**config.mk**
```make
export PLATFORM = sky130hd
export DESIGN_NAME = tsk_seq
export DESIGN_NICKNAME = d
export VERILOG_FILES = /design/src/tsk_pkg.sv /design/src/tsk_seq.sv
export SDC_FILE = /design/constraint.sdc
export NUM_CORES = 1
export LEC_CHECK = 0
export ABC_AREA = 0
export BUFFER_PORTS_ARGS = -buffer_cell sky130_fd_sc_hd__buf_2
export CAP_MARGIN = 30
export CORE_AREA = 3 3 153 155
export CTS_CLUSTER_SIZE = 12
export DETAILED_ROUTE_END_ITERATION = 10
export DIE_AREA = 0 0 156 158
export GPL_TIMING_DRIVEN = 0
export PLACE_DENSITY = 0.58
export SLEW_MARGIN = 10
export SYNTH_ARGS = -nofsm -noshare
export SYNTH_HDL_FRONTEND = slang
export SYNTH_SLANG_ARGS = --single-unit
```
**constraint.sdc**
```tcl
create_clock -name clk -period 5 [get_ports clk]
set_clock_uncertainty 0.1 [all_clocks]
set_input_delay 0.75 -clock clk [delete_from_list [all_inputs] [get_ports clk]]
set_output_delay 0.75 -clock clk [all_outputs]
set_load 0.02 [all_outputs]
```
**src/tsk_pkg.sv**
```systemverilog
`default_nettype none
// ----------------------------------------------------------------------------
// tsk_pkg: shared types and constants of the tetrahedral stiffness kernel
// Widths of the geometry and numerator datapath, pipeline control words and
// the corner-pair decode tables.
// ----------------------------------------------------------------------------
package tsk_pkg;

  localparam int COORD_W   = 16;
  localparam int NCOORD    = 12;
  localparam int DIFF_W    = 17;
  localparam int XP_W      = 34;
  localparam int SV_W      = 35;
  localparam int VP_W      = 52;
  localparam int VOL_W     = 54;
  localparam int DEN_W     = 57;
  localparam int DV_W      = 58;
  localparam int PP_W      = 70;
  localparam int PLO_W     = 35;
  localparam int DOT_W     = 72;
  localparam int QQ_W      = 73;
  localparam int QLO_W     = 36;
  localparam int COEF_W    = 31;
  localparam int LL_W      = COEF_W + 1 + PLO_W;
  localparam int MQ_W      = COEF_W + 1 + (QQ_W - QLO_W);
  localparam int NUM_W     = 102;
  localparam int NMAG_W    = 101;
  localparam int OUT_W     = 48;
  localparam int OUT_FRAC  = 16;
  localparam int QB        = OUT_W + 1;
  localparam int NENT      = 9;
  localparam int PAIR_W    = 4;
  localparam int NPAIRS    = 10;
  localparam int TUSER_W   = PAIR_W + 1;
  localparam int TU_DEG    = PAIR_W;
  localparam int IN_DATA_W = NCOORD * COORD_W;
  localparam int OUT_DATA_W = NENT * OUT_W;

  localparam int DEF_COORD_FRAC_BITS = 8;

  localparam int CFG_DATA_W = 32;
  localparam int CFG_ADDR_W = 3;
  localparam logic CFG_IDX_LAMBDA = 1'b0;
  localparam logic CFG_IDX_MU     = 1'b1;
  localparam logic [COEF_W-1:0] LAMBDA_RST = 31'd280000;
  localparam logic [COEF_W-1:0] MU_RST     = 31'd31000;

  typedef logic [PAIR_W-1:0] pair_t;

  typedef struct packed {
    logic  valid;
    pair_t pair;
    logic  degen;
  } tsk_ctl_t;

  typedef struct packed {
    logic                              valid;
    pair_t                             pair;
    logic [NCOORD-1:0][COORD_W-1:0]    coord;
  } tsk_beat_t;

  typedef struct packed {
    tsk_ctl_t                       ctl;
    logic [DEN_W-1:0]               den;
    logic [NENT-1:0][PP_W-1:0]      pp;
    logic [NENT-1:0][QQ_W-1:0]      qq;
  } tsk_geom_t;

  typedef struct packed {
    tsk_ctl_t                       ctl;
    logic [NENT-1:0][OUT_W-1:0]     t;
  } tsk_res_t;

  // first corner of a pair
  function automatic logic [1:0] pair_row(input pair_t p);
    logic [1:0] r;
    unique case (p) inside
      [4'd0:4'd3]: r = 2'd0;
      [4'd4:4'd6]: r = 2'd1;
      [4'd7:4'd8]: r = 2'd2;
      default:     r = 2'd3;
    endcase
    return r;
  endfunction

  // second corner of a pair
  function automatic logic [1:0] pair_col(input pair_t p);
    logic [1:0] c;
    unique case (p) inside
      4'd0:             c = 2'd0;
      4'd1, 4'd4:       c = 2'd1;
      4'd2, 4'd5, 4'd7: c = 2'd2;
      default:          c = 2'd3;
    endcase
    return c;
  endfunction

endpackage
`default_nettype wire

```
**src/tsk_seq.sv**
```systemverilog
`default_nettype none
// ----------------------------------------------------------------------------
// tsk_seq: input word holding and corner-pair sequencer
// Takes one tetrahedron and issues ten beats, one per corner pair.
// ----------------------------------------------------------------------------
module tsk_seq (
  input  wire logic                        clk,
  input  wire logic                        rst,
  input  wire logic                        adv,
  input  wire logic                        s_tvalid,
  output logic                             s_tready,
  input  wire logic [tsk_pkg::IN_DATA_W-1:0] s_tdata,
  output tsk_pkg::tsk_beat_t               beat
);
  import tsk_pkg::*;

  logic                           busy;
  pair_t                          nxt;
  logic [NCOORD-1:0][COORD_W-1:0] hold;
  logic                           take;
  logic                           beat_valid;
  pair_t                          beat_pair;
  logic [NCOORD-1:0][COORD_W-1:0] beat_coord;

  assign s_tready = adv && !busy;
  assign take     = s_tvalid && s_tready;
  assign beat     = '{valid: beat_valid, pair: beat_pair, coord: beat_coord};

  always_ff @(posedge clk) begin
    if (rst) begin
      busy       <= 1'b0;
      nxt        <= '0;
      beat_valid <= 1'b0;
    end else if (adv) begin
      if (take) begin
        busy       <= 1'b1;
        nxt        <= PAIR_W'(1);
        beat_valid <= 1'b1;
      end else if (busy) begin
        beat_valid <= 1'b1;
        nxt        <= nxt + PAIR_W'(1);
        if (nxt == PAIR_W'(NPAIRS - 1)) begin
          busy <= 1'b0;
        end
      end else begin
        beat_valid <= 1'b0;
      end
    end
  end

  always_ff @(posedge clk) begin
    if (adv) begin
      if (take) begin
        hold       <= s_tdata;
        beat_coord <= s_tdata;
        beat_pair  <= '0;
      end else begin
        beat_coord <= hold;
        beat_pair  <= nxt;
      end
    end
  end

`ifndef SYNTHESIS
  a_first_pair: assert property (@(posedge clk) disable iff (rst)
    take |=> beat.valid && beat.pair == '0)
    else $error("accepted word did not start at pair zero");
  a_pair_range: assert property (@(posedge clk) disable iff (rst)
    busy |-> nxt != '0 && nxt < PAIR_W'(NPAIRS))
    else $error("pair counter out of range");
  a_no_take_busy: assert property (@(posedge clk) disable iff (rst)
    take |=> !take)
    else $error("second word taken while pairs still pending");
`endif

endmodule
`default_nettype wire

```
# Word-level counts from Yosys, hierarchy flattened
# Cells that the tools add are included.
# totals
reg_bits	202
output_inout_bits	198
# classes
add_sub_neg	1
n_eq_ne	1
n_mux	8
n_reduce_logical	6
# op_table
cell	n
$mux W192	1
$mux W4	2
$mux W1	5
$add A4 B1 Y4 const B	1
$eq A4 B4 Y1 const B	1
$reduce_and A2 Y1	2
$logic_and A1 B1 Y1	2
$reduce_bool A2 Y1	1
$logic_not A1 Y1	1

# Logic depth before layout (Yosys ltp)
# logic_depth
ltp_word	5
depth_mapped	5
ltp_nobuf	5

# Worst setup path after synthesis
# No wires, ideal clock.
# synth_timing
kind	input to register
startpoint	input adv
endpoint	register beat_coord (netlist bit beat[0]) (enable)
setup_time_ns	0.544
t_arrival_ns	4.624
required_time_ns	4.356
setup_slack_ns	-0.267
stages	2
n_path_buf	0
path_cell_list	nand3b_1 > inv_1
# synth_via
elab_chain_len	3
# synth_rtl
element	line_no	source
start: declaration	tsk_seq.sv:9	input wire logic adv,
$logic_and A1 B1 Y1 (2 in a row)	n/a	
$reduce_and A2 Y1 (no source line) (*)	n/a	
end signal: assignment	tsk_seq.sv:55	beat_coord <= s_tdata;
end signal: assignment	tsk_seq.sv:58	beat_coord <= hold;
end: declaration	tsk_seq.sv:23	logic [NCOORD-1:0][COORD_W-1:0] beat_coord;
# Mark *: on every way between the ends. The rest lies on a longest branch, timed or not.
# A chain may end at the register's enable or synchronous reset.

==> metrics.txt <==
outcome=finished, final reports clean; RePlAce Congestion=about 0.75; Vias=around 3.9k; Place WS=1.92 ns; Rel. slew slack=0.586; CTS sink cnt=between 200 and 250; sequential element share of the synthesized area=0.969; crit path kind=reg2reg; top cell type's share of synthesized area=0.949; DR iter-0 viols=approximately 110; Placement Cell Area=about 8600 sq um; WL met1=about 6 mm; CTS tree=done; die area=~25000 sq um; clock latency on the worst-skew pair=~0.50 ns; # DRC=0; IO Count=slightly below 400; CTS Buffer Depth=3; final core occ=0.426; register area=roughly 6000 sq um; total iterations of the first detailed-routing run=4; list of most frequent post-synthesis cells=196 x edfxtp_1, 6 x dfxtp_1, 4 x a21oi_1, 4 x nand2_1; hold crit path type=in2reg; synthesized area=about 6200 sq um; largest net degree at the start of global routing=40; All-Layer GR Usage=0.118; design area=a little over 9000 sq um; top post-synthesis cells by area=edfxtp_1 95%, dfxtp_1 1.9%, ha_1 0.40%; most frequent CP cell=buf_12; setup_tns=0 ns; Setup-failing EPs final=0; global-route wire length before repair=about 22 mm; clk slew on worst S/H paths=roughly 0.060 ns; critical-path maximum fanout=39; crit-path cells=nand3b_1, clkinvlp_4, buf_12, buf_12, buf_12; MaxCap Viol Count=0; Pwr per Cell Area=between 400 and 500 nW/um^2; total grt overflow=0; Routed Antenna Nets=0; R2R setup slack=between 2 and 2.5 ns; die width=between 150 and 200 um; layout cells sized above 1=0.639; Initial Utilization=0.282; Worst Slack Setup Final=approximately 2.5 ns; crit end category=flip-flop; PostCTS Resize Cnt=0; leakage power=just under 4 nW; synthesized area per cell=between 20 and 30 sq um; crit path launch type=flip-flop; IO buf count=around 390; total core area=22000 sq um; Top Layer Used=met5; Area Overhead vs Synth=50.8%; CP required=roughly 5.1 ns; Slew Viols, Final=0; worst slew pin tran=0.619 ns; vias per inst=slightly above 4; Cells after Synth=233; met2 WL=between 8 and 9 mm; Top Family by Delay on Critical Path=buffers and inverters; Yosys reg bits=202; ys async rst share=0; setup repair bufs after CTS=0; Synth cell types=20; Max stage delay on crit path=0.59 ns; metal3 WL=1.64 mm; FMAX=between 300 and 400 MHz; Rows=between 50 and 60; Chip Height=between 150 and 200 um; net count after synthesis=around 430; number of global-route vias before repair=just under 4k; Peak VDD IR=about 0.00023 V; multi-input logic area=around 180 sq um; YS warnings=0; RSZ-0062 raised after global routing=false; Tmin final=2.54 ns; most used flip-flop cell after synthesis=edfxtp_1; Min Hold Slack=0.320 ns; worst path arrival time=between 2 and 3 ns; initial antenna violation count=2; HPWL after detailed placement=between 10 and 15 mm; Fin. Hold Viols=0; largest area contributor in the netlist=edfxtp_1; CP Buf/Inv Count=4; EDFF count, synth=about 200; FILL cells=around 2k; CTS Buf Count=23; root buffer cell=clkbuf_16; WL final=16.5 mm; fin crit share=0.508; nets=854; top-count cell post-synth=edfxtp_1; H-Tree Depth=1; Critical-path top delay cell=clkinvlp_4; Routed WL per cell=about 17 um; hold_buf cts=0
[cell families (layout without fill, tap and decap cells)]
| kind of cell | Yosys count | after routing | share of synthesized area |
|---|---|---|---|
| other | 0 | 1 | 0 |
| flip-flops | 202 | 202 | 0.969 |
| adder cells (fa/ha/maj) | 2 | 2 | 0.00403 |
| AO/OA/AOI/OAI | 7 | 7 | 0.00626 |
| buffers and inverters | 3 | 441 | 0.00242 |
| AND/OR/NAND/NOR | 19 | 19 | 0.0188 |
[area by class of cell]
type / instances / area share
clock buffer: 27 / 0.0631
antenna: 1 / 0.000268
sequential: 202 / 0.642
buffer: 1 / 0.000803
inverter: 2 / 0.00120
tap: 280 / 0.0375
clock inverter: 13 / 0.0147
multi-input combinational: 28 / 0.0193
timing repair buffer: 398 / 0.221
[path summary, 6_finish.rpt]
path	startpoint	to	cells past startpoint
setup reg to reg	busy$_SDFFE_PP0P_	beat[48]$_DFFE_PP_	5
hold reg to reg	beat_valid$_SDFFE_PP0P_	beat_valid$_SDFFE_PP0P_	2
setup / recovery	busy$_SDFFE_PP0P_	beat[48]$_DFFE_PP_	5
hold / removal	s_tdata[53]	beat[53]$_DFFE_PP_	1
[placed cells by master, fill, tap and decap left out, types with 2 or more instances in the layout]
| master | synthesis | final |
|---|---|---|
| a21oi_1 | 4 | 4 |
| clkbuf_1 | 0 | 4 |
| ha_1 | 2 | 2 |
| edfxtp_1 | 196 | 196 |
| clkinv_1 | 0 | 7 |
| clkinvlp_4 | 0 | 2 |
| nand4b_1 | 2 | 2 |
| buf_2 | 0 | 393 |
| and2_1 | 3 | 3 |
| nand3b_1 | 3 | 3 |
| clkbuf_16 | 0 | 23 |
| buf_12 | 0 | 5 |
| bufinv_16 | 0 | 3 |
| dfxtp_1 | 6 | 6 |
| nand2_1 | 4 | 4 |
[through the flow]
stage / std cells / power (mW)
3_3_place_gp: 906 / 2.29
2_1_floorplan: 233 / 2.13
6_report: 952 / 3.86
5_1_grt: 952 / 4.02
3_5_place_dp: 911 / 2.29
4_1_cts: 951 / 3.93
[flip-flops by register name (all words and copies together), names as in the netlist]
name,flops
beat,192
beat_pair,4
beat_valid,1
busy,1
nxt,4
[metal layers]
layer	global-route usage	vias up
met5	0	-
met4	0.0408	2
met3	0.0437	32
met2	0.208	219
met1	0.131	1828
li1	-	1791
[power breakdown]
part           switching [mW]  internal (mW)
clock network           0.621          0.993
logic                   0.177          0.109
registers              0.0179           1.95
total                   0.816           3.05
No activity file was read; power rests on OpenSTA's default activity.
