### config.mk
export PLATFORM = sky130hd
export DESIGN_NAME = tsk_obuf
export DESIGN_NICKNAME = d
export VERILOG_FILES = /design/src/tsk_pkg.sv /design/src/tsk_obuf.sv
export SDC_FILE = /design/constraint.sdc
export NUM_CORES = 1
export LEC_CHECK = 0
export BUFFER_PORTS_ARGS = -buffer_cell sky130_fd_sc_hd__buf_4
export CORE_AREA = 3 3 343 345
export CTS_BUF_LIST = sky130_fd_sc_hd__clkbuf_4 sky130_fd_sc_hd__clkbuf_8
export CTS_CLUSTER_DIAMETER = 30
export DETAILED_ROUTE_END_ITERATION = 16
export DIE_AREA = 0 0 346 348
export PLACE_DENSITY = 0.57
export SETUP_SLACK_MARGIN = 0.5
export SLEW_MARGIN = 20
export SYNTH_ARGS = -nofsm -noshare
export SYNTH_HDL_FRONTEND = slang
export SYNTH_SLANG_ARGS = --single-unit
### constraint.sdc
create_clock -name clk -period 82.6 [get_ports clk]
set_input_delay 20.65 -clock clk [delete_from_list [all_inputs] [get_ports clk]]
set_output_delay 20.65 -clock clk [all_outputs]
set_load 0.01 [all_outputs]
### src/tsk_pkg.sv
`default_nettype none
// ----------------------------------------------------------------------------
// tsk_pkg: shared types and constants of the tetrahedral stiffness kernel
// Widths of the geometry and numerator datapath, pipeline control words and
// the corner-pair decode tables.
// ----------------------------------------------------------------------------
package tsk_pkg;

  localparam int COORD_W   = 16;
  localparam int NCOORD    = 12;
  localparam int DIFF_W    = 17;
  localparam int XP_W      = 34;
  localparam int SV_W      = 35;
  localparam int VP_W      = 52;
  localparam int VOL_W     = 54;
  localparam int DEN_W     = 57;
  localparam int DV_W      = 58;
  localparam int PP_W      = 70;
  localparam int PLO_W     = 35;
  localparam int DOT_W     = 72;
  localparam int QQ_W      = 73;
  localparam int QLO_W     = 36;
  localparam int COEF_W    = 31;
  localparam int LL_W      = COEF_W + 1 + PLO_W;
  localparam int MQ_W      = COEF_W + 1 + (QQ_W - QLO_W);
  localparam int NUM_W     = 102;
  localparam int NMAG_W    = 101;
  localparam int OUT_W     = 48;
  localparam int OUT_FRAC  = 16;
  localparam int QB        = OUT_W + 1;
  localparam int NENT      = 9;
  localparam int PAIR_W    = 4;
  localparam int NPAIRS    = 10;
  localparam int TUSER_W   = PAIR_W + 1;
  localparam int TU_DEG    = PAIR_W;
  localparam int IN_DATA_W = NCOORD * COORD_W;
  localparam int OUT_DATA_W = NENT * OUT_W;

  localparam int DEF_COORD_FRAC_BITS = 8;

  localparam int CFG_DATA_W = 32;
  localparam int CFG_ADDR_W = 3;
  localparam logic CFG_IDX_LAMBDA = 1'b0;
  localparam logic CFG_IDX_MU     = 1'b1;
  localparam logic [COEF_W-1:0] LAMBDA_RST = 31'd280000;
  localparam logic [COEF_W-1:0] MU_RST     = 31'd31000;

  typedef logic [PAIR_W-1:0] pair_t;

  typedef struct packed {
    logic  valid;
    pair_t pair;
    logic  degen;
  } tsk_ctl_t;

  typedef struct packed {
    logic                              valid;
    pair_t                             pair;
    logic [NCOORD-1:0][COORD_W-1:0]    coord;
  } tsk_beat_t;

  typedef struct packed {
    tsk_ctl_t                       ctl;
    logic [DEN_W-1:0]               den;
    logic [NENT-1:0][PP_W-1:0]      pp;
    logic [NENT-1:0][QQ_W-1:0]      qq;
  } tsk_geom_t;

  typedef struct packed {
    tsk_ctl_t                       ctl;
    logic [NENT-1:0][OUT_W-1:0]     t;
  } tsk_res_t;

  // first corner of a pair
  function automatic logic [1:0] pair_row(input pair_t p);
    logic [1:0] r;
    unique case (p) inside
      [4'd0:4'd3]: r = 2'd0;
      [4'd4:4'd6]: r = 2'd1;
      [4'd7:4'd8]: r = 2'd2;
      default:     r = 2'd3;
    endcase
    return r;
  endfunction

  // second corner of a pair
  function automatic logic [1:0] pair_col(input pair_t p);
    logic [1:0] c;
    unique case (p) inside
      4'd0:             c = 2'd0;
      4'd1, 4'd4:       c = 2'd1;
      4'd2, 4'd5, 4'd7: c = 2'd2;
      default:          c = 2'd3;
    endcase
    return c;
  endfunction

endpackage
`default_nettype wire

### src/tsk_obuf.sv
`default_nettype none
// ----------------------------------------------------------------------------
// tsk_obuf: two-word output buffer
// Decouples the pipeline from the receiver; the pipeline advances while a
// slot is free.
// ----------------------------------------------------------------------------
module tsk_obuf (
  input  wire logic          clk,
  input  wire logic          rst,
  input  tsk_pkg::tsk_res_t  res,
  output logic               adv,
  output logic               m_tvalid,
  input  wire logic          m_tready,
  output tsk_pkg::tsk_res_t  head
);
  import tsk_pkg::*;

  tsk_res_t   slot [2];
  logic       wp;
  logic       rp;
  logic [1:0] cnt;
  logic       push;
  logic       pop;

  assign adv      = cnt != 2'd2;
  assign push     = adv && res.ctl.valid;
  assign m_tvalid = cnt != 2'd0;
  assign pop      = m_tvalid && m_tready;
  assign head     = slot[rp];

  always_ff @(posedge clk) begin
    if (rst) begin
      wp  <= 1'b0;
      rp  <= 1'b0;
      cnt <= 2'd0;
    end else begin
      if (push) begin
        wp <= ~wp;
      end
      if (pop) begin
        rp <= ~rp;
      end
      cnt <= cnt + {1'b0, push} - {1'b0, pop};
    end
  end

  always_ff @(posedge clk) begin
    if (push) begin
      slot[wp] <= res;
    end
  end

`ifndef SYNTHESIS
  a_cnt_range: assert property (@(posedge clk) disable iff (rst)
    cnt != 2'd3)
    else $error("output buffer count out of range");
  a_full_hold: assert property (@(posedge clk) disable iff (rst)
    cnt == 2'd2 && !pop |=> cnt == 2'd2)
    else $error("full buffer lost a word");
  a_push_count: assert property (@(posedge clk) disable iff (rst)
    push && !pop |=> cnt == $past(cnt) + 2'd1)
    else $error("pushed word not counted");
`endif

endmodule
`default_nettype wire

# Yosys cells after proc, flatten, opt, wreduce, memory -nomap -nowiden
# Memory sizes are Yosys's and may differ from the RTL's. A register that Yosys moved wholly into a read port is not among the register bits.
# Cells that the tools add are included.
# word_totals
ff_bits	4
latch_bits	0
ram_bits	876
rom_bits	0
in_bits	441
out_inout_bits	440
memories	1
# op_classes
addsub	2
mul	0
div	0
n_lt_le_gt_ge	0
n_eq_ne	1
shifts	0
mux	4
n_bitwise	2
reduce_logical	3
# mem_list
name	depth	width	rd	rd_clocked_by_memory_dff	write_ports	line_no	rtl
slot	2	438	1	1	1	tsk_obuf.sv:18	tsk_res_t slot [2];
# op_table
operator	n
$mux 1	4
$add 2x1->2	1
$logic_and 1x1->1	2
$ne 2x2->1 const B	1
$not 1->1	2
$reduce_bool 2->1	1
$sub 2x1->2	1

# Logic depth before layout (Yosys ltp)
# Gate-level depths: netlist of run 1.
# depth
ltp_word	4
mapped_depth	8
mapped_depth_nobuf	8

# Least setup slack after synthesis of run 1
# No wires, ideal clock.
# synth_timing
path_type	input to register
start	input res[437] in the netlist's numbering
end	memory slot[0][0] in the netlist's numbering (enable)
setup_time_ps	1248
arrival_time_ps	38856
required_time_ps	81352
path_slack_ps	42496
stages	2
path_cell_list	nand2_1 nor2_1
# synth_between
elab_chain_cells	3
# synth_lines
element	line_no	rtl
start, declared	tsk_obuf.sv:10	input tsk_pkg::tsk_res_t res,
$logic_and 1x1->1	tsk_obuf.sv:26	assign push = adv && res.ctl.valid;
$mux 1	tsk_obuf.sv:48	if (push) begin
$mux 1 (implied by the code)	tsk_obuf.sv:49	slot[wp] <= res;
end, declared	tsk_obuf.sv:18	
# No other way between the ends.

==> summary.md, run 1 <==
| Metric | Value |
|---|---|
| Post-Syn Area | `32160 um2` |
| Global-route wire length before repair | `121200 um` |
| # H-tree levels | `4` |
| Row cnt | `124` |
| Post-CTS sizing | `0` |
| Synth top area cells | `edfxtp_1 82%, mux2_2 14%, mux2_4 1.9%` |
| Pre-antenna DRT Iters | `5` |
| Psw | `379.4 uW` |
| Die ar. | `120400 um2` |
| NumNets Final | `2864` |
| Hold_sp | `rp$_SDFFE_PP0P_` |
| Min-delay worst type | `register to register` |
| Drt drc | `0` |
| Sink Count | `881` |
| WL/cell | `20.85 um` |
| Core ar. | `114500 um2` |
| Vert. Die Dim | `348 um` |
| Synthesized instance count | `1387` |
| Rel. slew slack | `0.2519` |
| Setup Buffers After CTS | `0` |
| PortBufs | `880` |
| Sequential power share | `0.413` |
| Final setup fails | `0` |
| Yosys cell types | `19` |
| Critical Path AT | `4.78 ns` |
| Worst Setup End Kind | `primary output` |
| Initial antenna violation count | `11` |
| Clk buf depth | `3` |
| Most common cell after layout, fill and taps aside | `buf_4` |
| DR iter-0 viols | `~790` |
| Crit share post-route | `0.3079` |
| Non-filler instance count after layout | `4093` |
| Largest net degree at the start of global routing | `170` |
| CTS tree | `done` |
| Post-Syn Nets | `around 1800` |
| Placed insts | `3746` |
| Layout cell share with drive strength beyond 1 | `0.6344` |
| Max_cap viols | `0` |
| Sw frac | `0.2705` |
| Max IR drop VDD | `~0.020 mV` |
| Reg2reg start | `cnt[0]$_SDFF_PP0_` |
| Routability cong. | `0.8163` |
| Post-Syn Area per Cell | `approximately 23 um2` |
| Cell Int Power | `1.023 mW` |
| Chip width | `346 um` |
| Synth Warn # | `0` |
| Synth area leader | `edfxtp_1` |
| Startpoint types | `register` |
| Clock-pin slew on the worst setup and hold paths | `approximately 0.06 ns` |
| Clk_skew | `0.03773 ns` |
| Power density over the cells | `31.59 nW/um2` |
| Post-synth top area share | `0.8180` |
| Highest fanout seen on the critical path | `73` |
| Post-CTS Hold Fix Bufs | `0` |
| Unrepaired setup endpoints after global routing | `false` |
| Number of buffers created by CTS | `between 150 and 200` |
| Gate power share | `0.236` |
| Fin. Hold Viols | `0` |
| Tot GR Track Use | `0.1362` |
| Most frequent cells in the layout | `894 x buf_4, 876 x edfxtp_1, 394 x mux2_2` |
| Starting Density | `0.2808` |
| Vias | `17015` |
| Clk pwr share | `0.351` |
| Min Tclk post-route | `25.43 ns` |
| Crit path kind | `register to primary output` |
| Post-DRT Antenna Nets | `0` |
| IO Pins | `just under 900` |
| Clock Latency Late Sink | `0.81 ns` |
| Vias in the first global route | `18773` |
| Least-Margin Pin Slew | `1.122 ns` |
| Post-synthesis register bit count | `slightly below 900` |
| Dpl hpwl | `60680 um` |
| Grt total ovfl | `0` |
| Area grow syn2layout | `38.09%` |
| Status | `completed` |
| CP required | `61.95 ns` |
| Vias per inst | `4.157` |
| Util after Layout | `0.3878` |
| Leakage | `16.43 nW` |
| Final setup TNS | `0 ns` |
| Register area share after synthesis | `0.8211` |
| Clock root cell | `clkbuf_8` |
| WL final | `between 80000 and 90000 um` |
| Final Max Slew Viols | `0` |
| Peak Freq | `39.32 MHz` |
## cell usage after synthesis
library cell	n
buf_2	1
edfxtp_1	876
inv_1	1
mux2_4	40
mux2_2	394
or2_2	1
mux2_1	5
and3_1	1
ha_1	2
nand2_1	1
nand2b_1	1
buf_4	1
xor2_1	1
buf_6	47
xnor2_1	2
o21a_1	1
nor2_1	5
dfxtp_1	5
nor2b_1	2
## power by group through the flow
stage	combinational [mW]	clock [mW]	sequential, mW
after floorplan	0.184	0	0.623
after global placement	0.331	0	0.586
after detailed placement	0.335	0	0.588
after CTS	0.337	0.510	0.580
after global routing	0.353	0.532	0.584
final	0.331	0.493	0.579
## state kept, by name, summed over array words and instances (netlist names), named ones only
signal,count
slot,876
cnt,2
rp,1
wp,1
## layout make-up
class | count | area [um2]
Clock buffer | 212 | 2736
Fill cell | 10497 | 70090
Tap cell | 1512 | 1892
Timing Repair Buffer | 898 | 6799
Sequential cell | 881 | 26410
Antenna cell | 7 | 17.52
Multi-Input combinational cell | 456 | 5219
Inverter | 1 | 3.754
Clock inverter | 126 | 1329
## metrics by stage
step | area (um2) | hold slack (ns) | setup WS, ns | power, mW
floorplan | 32160 | 0.4810 | 42.50 | 0.8064
global placement | 40270 | 0.4978 | 57.81 | 0.9177
detailed placement | 40270 | 0.5085 | 57.70 | 0.9237
CTS | 44340 | 0.5244 | 56.82 | 1.427
global route | 44400 | 0.5414 | 56.75 | 1.469
finish | 44410 | 0.5152 | 57.17 | 1.403
## logic make-up after synthesis
group / Yosys count / share of synthesized area
simple gates: 11 / 0.001673
buf+inv: 50 / 0.01696
compound gates: 1 / 0.0002335
xor+xnor: 3 / 0.0008172
flops: 881 / 0.8211
mux: 439 / 0.1584
fa+ha+maj: 2 / 0.0007781
## layer usage
| layer | wire, um | GRT usage |
|---|---|---|
| met5 | 22 | 0 |
| met4 | 2912 | 0.06374 |
| met3 | 8952 | 0.06737 |
| met2 | 43930 | 0.2350 |
| met1 | 29500 | 0.1380 |
## final timing paths
kind | endpoint | slack, ns | depth (start not counted)
worst max-delay path | head[58] | 57.17 | 5
worst min-delay path | rp$_SDFFE_PP0P_ | 0.52 | 2
worst max register to register | slot[1][44]$_DFFE_PP_ | 78.30 | 5
worst min register to register | rp$_SDFFE_PP0P_ | 0.52 | 2
## worst max-delay path: stages, from the launching register on
cell	delay [ns]
dfxtp_4	0.84
buf_4	0.85
buf_4	0.90
buf_4	0.66
mux2_1	0.41
buf_4	0.15
Power figures use the tool's default switching activity.
==> inputs of run 2 (changes only) <==
--- a/config.mk
+++ b/config.mk
@@ -5,6 +5,7 @@
 export SDC_FILE = /design/constraint.sdc
 export NUM_CORES = 1
 export LEC_CHECK = 0
+export ABC_AREA = 1
 export BUFFER_PORTS_ARGS = -buffer_cell sky130_fd_sc_hd__buf_4
 export CORE_AREA = 3 3 343 345
 export CTS_BUF_LIST = sky130_fd_sc_hd__clkbuf_4 sky130_fd_sc_hd__clkbuf_8
==> constraint.sdc (replaced) <==
create_clock -name clk -period 24.6 [get_ports clk]
set_input_delay 6.15 -clock clk [delete_from_list [all_inputs] [get_ports clk]]
set_output_delay 6.15 -clock clk [all_outputs]
set_load 0.01 [all_outputs]
==> run 2 against run 1 <==
  * Count of clock-buffer cells in the layout grew 5
  * Non-clock buffer count is the same
  * Synthesized area is essentially flat
  * Clock power grew to 3.4 times the previous value
  * Combinational power grew to 3.2 times the previous value
  * Worst setup slack lost 44 ns
==> summary.md, run 2 <==
| Metric | Value |
|---|---|
| Status | `completed` |
| IO Pins | `881 (unchanged)` |
| Chip width | `346 um (unchanged)` |
| Register Area | `26410 um2 (unchanged)` |
| Startpoint types | `register` |
| Largest register by flop count | `slot` |
| Max reg flops | `876 (unchanged)` |
| Die ar. | `120400 um2 (unchanged)` |
| Final WS setup | `13.33 ns (-43.84 ns)` |
| Met1 global-route usage | `0.1280 (-0.01006)` |
| # H-tree levels | `4 (unchanged)` |
| Reg2reg start | `cnt[0]$_SDFF_PP0_` |
| Pre-antenna DRT Iters | `6 (+1)` |
| Row cnt | `124 (unchanged)` |
| Clk buf depth | `3 (unchanged)` |
| Starting Density | `0.2810 (about the same)` |
| Synth Warn # | `0 (unchanged)` |
| Routability cong. | `0.8159 (about the same)` |
| Setup Buffers After CTS | `0 (unchanged)` |
| Unrepaired setup endpoints after global routing | `false` |
| PortBufs | `880 (unchanged)` |
| Post-Syn Area per Cell | `22.98 um2 (-0.88%)` |
| Area grow syn2layout | `38.08% (about the same)` |
| Register area share after synthesis | `0.8207 (about the same)` |
| Vias per inst | `4.151 (-0.16%)` |
| Worst path slowest cell | `buf_4` |
| DR iter-0 viols | `773 (-2.6%)` |
| Critical Path AT | `5.12 ns (+0.34 ns)` |
| Setup slack after placement | `14.06 ns (-43.63 ns)` |
| Dpl hpwl | `56160 um (-7.5%)` |
| Max_cap viols | `0 (unchanged)` |
| Cell mode on critical path | `buf_4` |
| CP Buf/Inv Count | `4 (unchanged)` |
| Leakage | `16.48 nW (+0.26%)` |
| Least-Margin Pin Slew | `1.121 ns (-0.001264 ns)` |
| Crit path kind | `register to primary output` |
| Final setup fails | `0 (unchanged)` |
| Peak Freq | `88.75 MHz` |
| Rel. slew slack | `0.2528 (+0.0008420)` |
| CP required | `18.45 ns (-43.50 ns)` |
| Vias in the first global route | `18765 (-0.043%)` |
| Critical path's top delay family | `buffers and inverters` |
| Worst Setup End Kind | `primary output` |
| CTS tree | `done` |
| Total Power | `4.705 mW (+240%)` |
| Global-route wire length before repair | `116500 um (-3.8%)` |
| Synthesized instance count | `1400 (+0.94%)` |
| Post-Syn Area | `32170 um2 (about the same)` |
| Fin. Hold Viols | `0 (unchanged)` |
| FILL cells | `10415 (-0.78%)` |
| Largest net degree at the start of global routing | `175 (+2.9%)` |
| Max IR drop VDD | `0.05998 mV (+200%)` |
| Clock root cell | `clkbuf_8` |
| Post-DRT Antenna Nets | `0 (unchanged)` |
| Synth top area cells | `edfxtp_1 82%, mux2_2 14%, mux2_4 1.9%` |
| Crit share post-route | `0.4580` |
| Sink Count | `881 (unchanged)` |
| Top flop regs | `slot: 876 flops, cnt: 2 flops` |
| Final Max Slew Viols | `0 (unchanged)` |
| Fin Hold WS | `0.5134 ns (-0.001714 ns)` |
| CP cell instances | `buf_4 -> buf_4 -> buf_4 -> mux2_2 -> buf_4` |
| Number of buffers created by CTS | `179 (-2.2%)` |
| Post-synth top area share | `0.8176 (about the same)` |
| Critical path's largest stage delay | `0.92 ns (+0.02 ns)` |
| Gr busiest metal | `met2` |
| Drt drc | `0 (unchanged)` |
| Min Tclk post-route | `~11 ns` |
| Count of flip-flops with a built-in enable after synthesis | `876 (unchanged)` |
| Vert. Die Dim | `348 um (unchanged)` |
| Initial antenna violation count | `6 (-5)` |
| Clock Latency Late Sink | `0.86 ns (+0.05 ns)` |
| Core ar. | `114500 um2 (unchanged)` |
| Clock-pin slew on the worst setup and hold paths | `0.05 ns (about the same)` |
| Synth area leader | `edfxtp_1` |
| Post-CTS sizing | `0 (unchanged)` |
| Multi-input gate area | `5204 um2 (-0.29%)` |
| Vias | `17001 (-0.082%)` |
| Clk_skew | `0.04210 ns (+0.004364 ns)` |
| Met2 track demand over resource | `0.2276 (-0.007362)` |
| Post-Syn Nets | `1843 (+0.71%)` |
| NumNets Final | `2873 (+0.31%)` |
| Power density over the cells | `105.9 nW/um2 (+240%)` |
| Top cells by count, synth | `876 x edfxtp_1, 394 x mux2_2, 47 x buf_6, 40 x mux2_4, 9 x nor2_1` |
| Tot GR Track Use | `0.1293 (-0.006877)` |
| Post-synthesis register bit count | `881 (unchanged)` |
| Asr flop ratio synth | `0 (unchanged)` |
| Most common cell after layout, fill and taps aside | `buf_4` |
| Min-delay worst type | `register to register` |
| Most frequent cells in the layout | `896 x buf_4, 876 x edfxtp_1, 394 x mux2_2` |
| WL final | `80360 um (-5.8%)` |
| Layout cell share with drive strength beyond 1 | `0.6354 (+0.0009551)` |
| Grt total ovfl | `0 (unchanged)` |
| Final setup TNS | `0 ns (unchanged)` |
| Met3 Use GR | `0.06157 (-0.005805)` |
| Hold_sp | `rp$_SDFFE_PP0P_` |
| Post-synth top flop | `edfxtp_1` |
| Post-CTS Hold Fix Bufs | `0 (unchanged)` |
| Util after Layout | `0.3880 (about the same)` |
| Yosys cell types | `14 (-5)` |
| Highest fanout seen on the critical path | `81 (+11%)` |
| WL/cell | `19.62 um (-5.9%)` |
| Most frequent cell after synthesis | `edfxtp_1` |
-- run 2: cell types whose count changed in the layout (fill, tap and decap cells not counted), moves of 3 or more --
| cell | previous run | this run |
|---|---|---|
| bufinv_16 | 22 | 25 |
| clkbuf_4 | 29 | 35 |
| clkinv_1 | 41 | 26 |
| clkinv_4 | 11 | 6 |
| inv_1 | 1 | 7 |
| inv_6 | 2 | 5 |
| nand2_1 | 1 | 8 |
| nand3_1 | 0 | 3 |
| nor2_1 | 4 | 8 |
-- run 2: worst register-to-register path: cells and delay by family, from the launching register on --
family / cells / cell delay (ns)
buf+inv: 5 / 3.21
simple gates: 3 / 0.73
flops: 1 / 0.35
-- run 2: worst paths after layout --
kind                            slack [ns]  depth (start not counted)                endpoint
worst min register to register        0.51                          2         rp$_SDFFE_PP0P_
worst max-delay path                 13.33                          5               head[334]
worst min-delay path                  0.51                          2         rp$_SDFFE_PP0P_
worst max register to register       19.88                          8  slot[0][169]$_DFFE_PP_
-- run 2: routing by layer --
metal  share of wire  vias up
met3            0.10      140
met4           0.034        0
li1                -     7724
met5               0        -
met1            0.34     8417
met2            0.52      720
-- run 2: stage by stage --
step,instance area (um2),cells
3_5_place_dp,40290,3760
4_1_cts,44380,4089
6_report,44420,4096
5_1_grt,44420,4094
2_1_floorplan,32180,1400
3_3_place_gp,40290,3760
-- run 2: report_power, final --
part	leakage, nW	internal (mW)	total, mW	switching (mW)
combinational	6.17	0.536	1.07	0.537
clock	2.08	1.02	1.67	0.652
sequential	8.22	1.90	1.96	0.0550
total	16.5	3.46	4.71	1.24
-- run 2: kinds of logic (layout without fill, tap and decap cells) --
kind of cell	Yosys count	after routing	share of synthesized area
adders and majority gates	2	2	0.0007777
buffers and inverters	57	1235	0.01777
AOI/OAI and AO/OA	2	2	0.0003111
DFF	881	881	0.8207
muxes	438	438	0.1580
and+or+nand+nor	20	20	0.002450
other	0	6	0
-- run 2: layout make-up --
cell class | count | area share
sequential | 881 | 0.5945
inverter | 8 | 0.0008450
clock buffer | 217 | 0.06230
timing repair buffer | 898 | 0.1525
antenna | 6 | 0.0003380
clock inverter | 112 | 0.02983
tap | 1512 | 0.04259
multi-input combinational | 462 | 0.1171
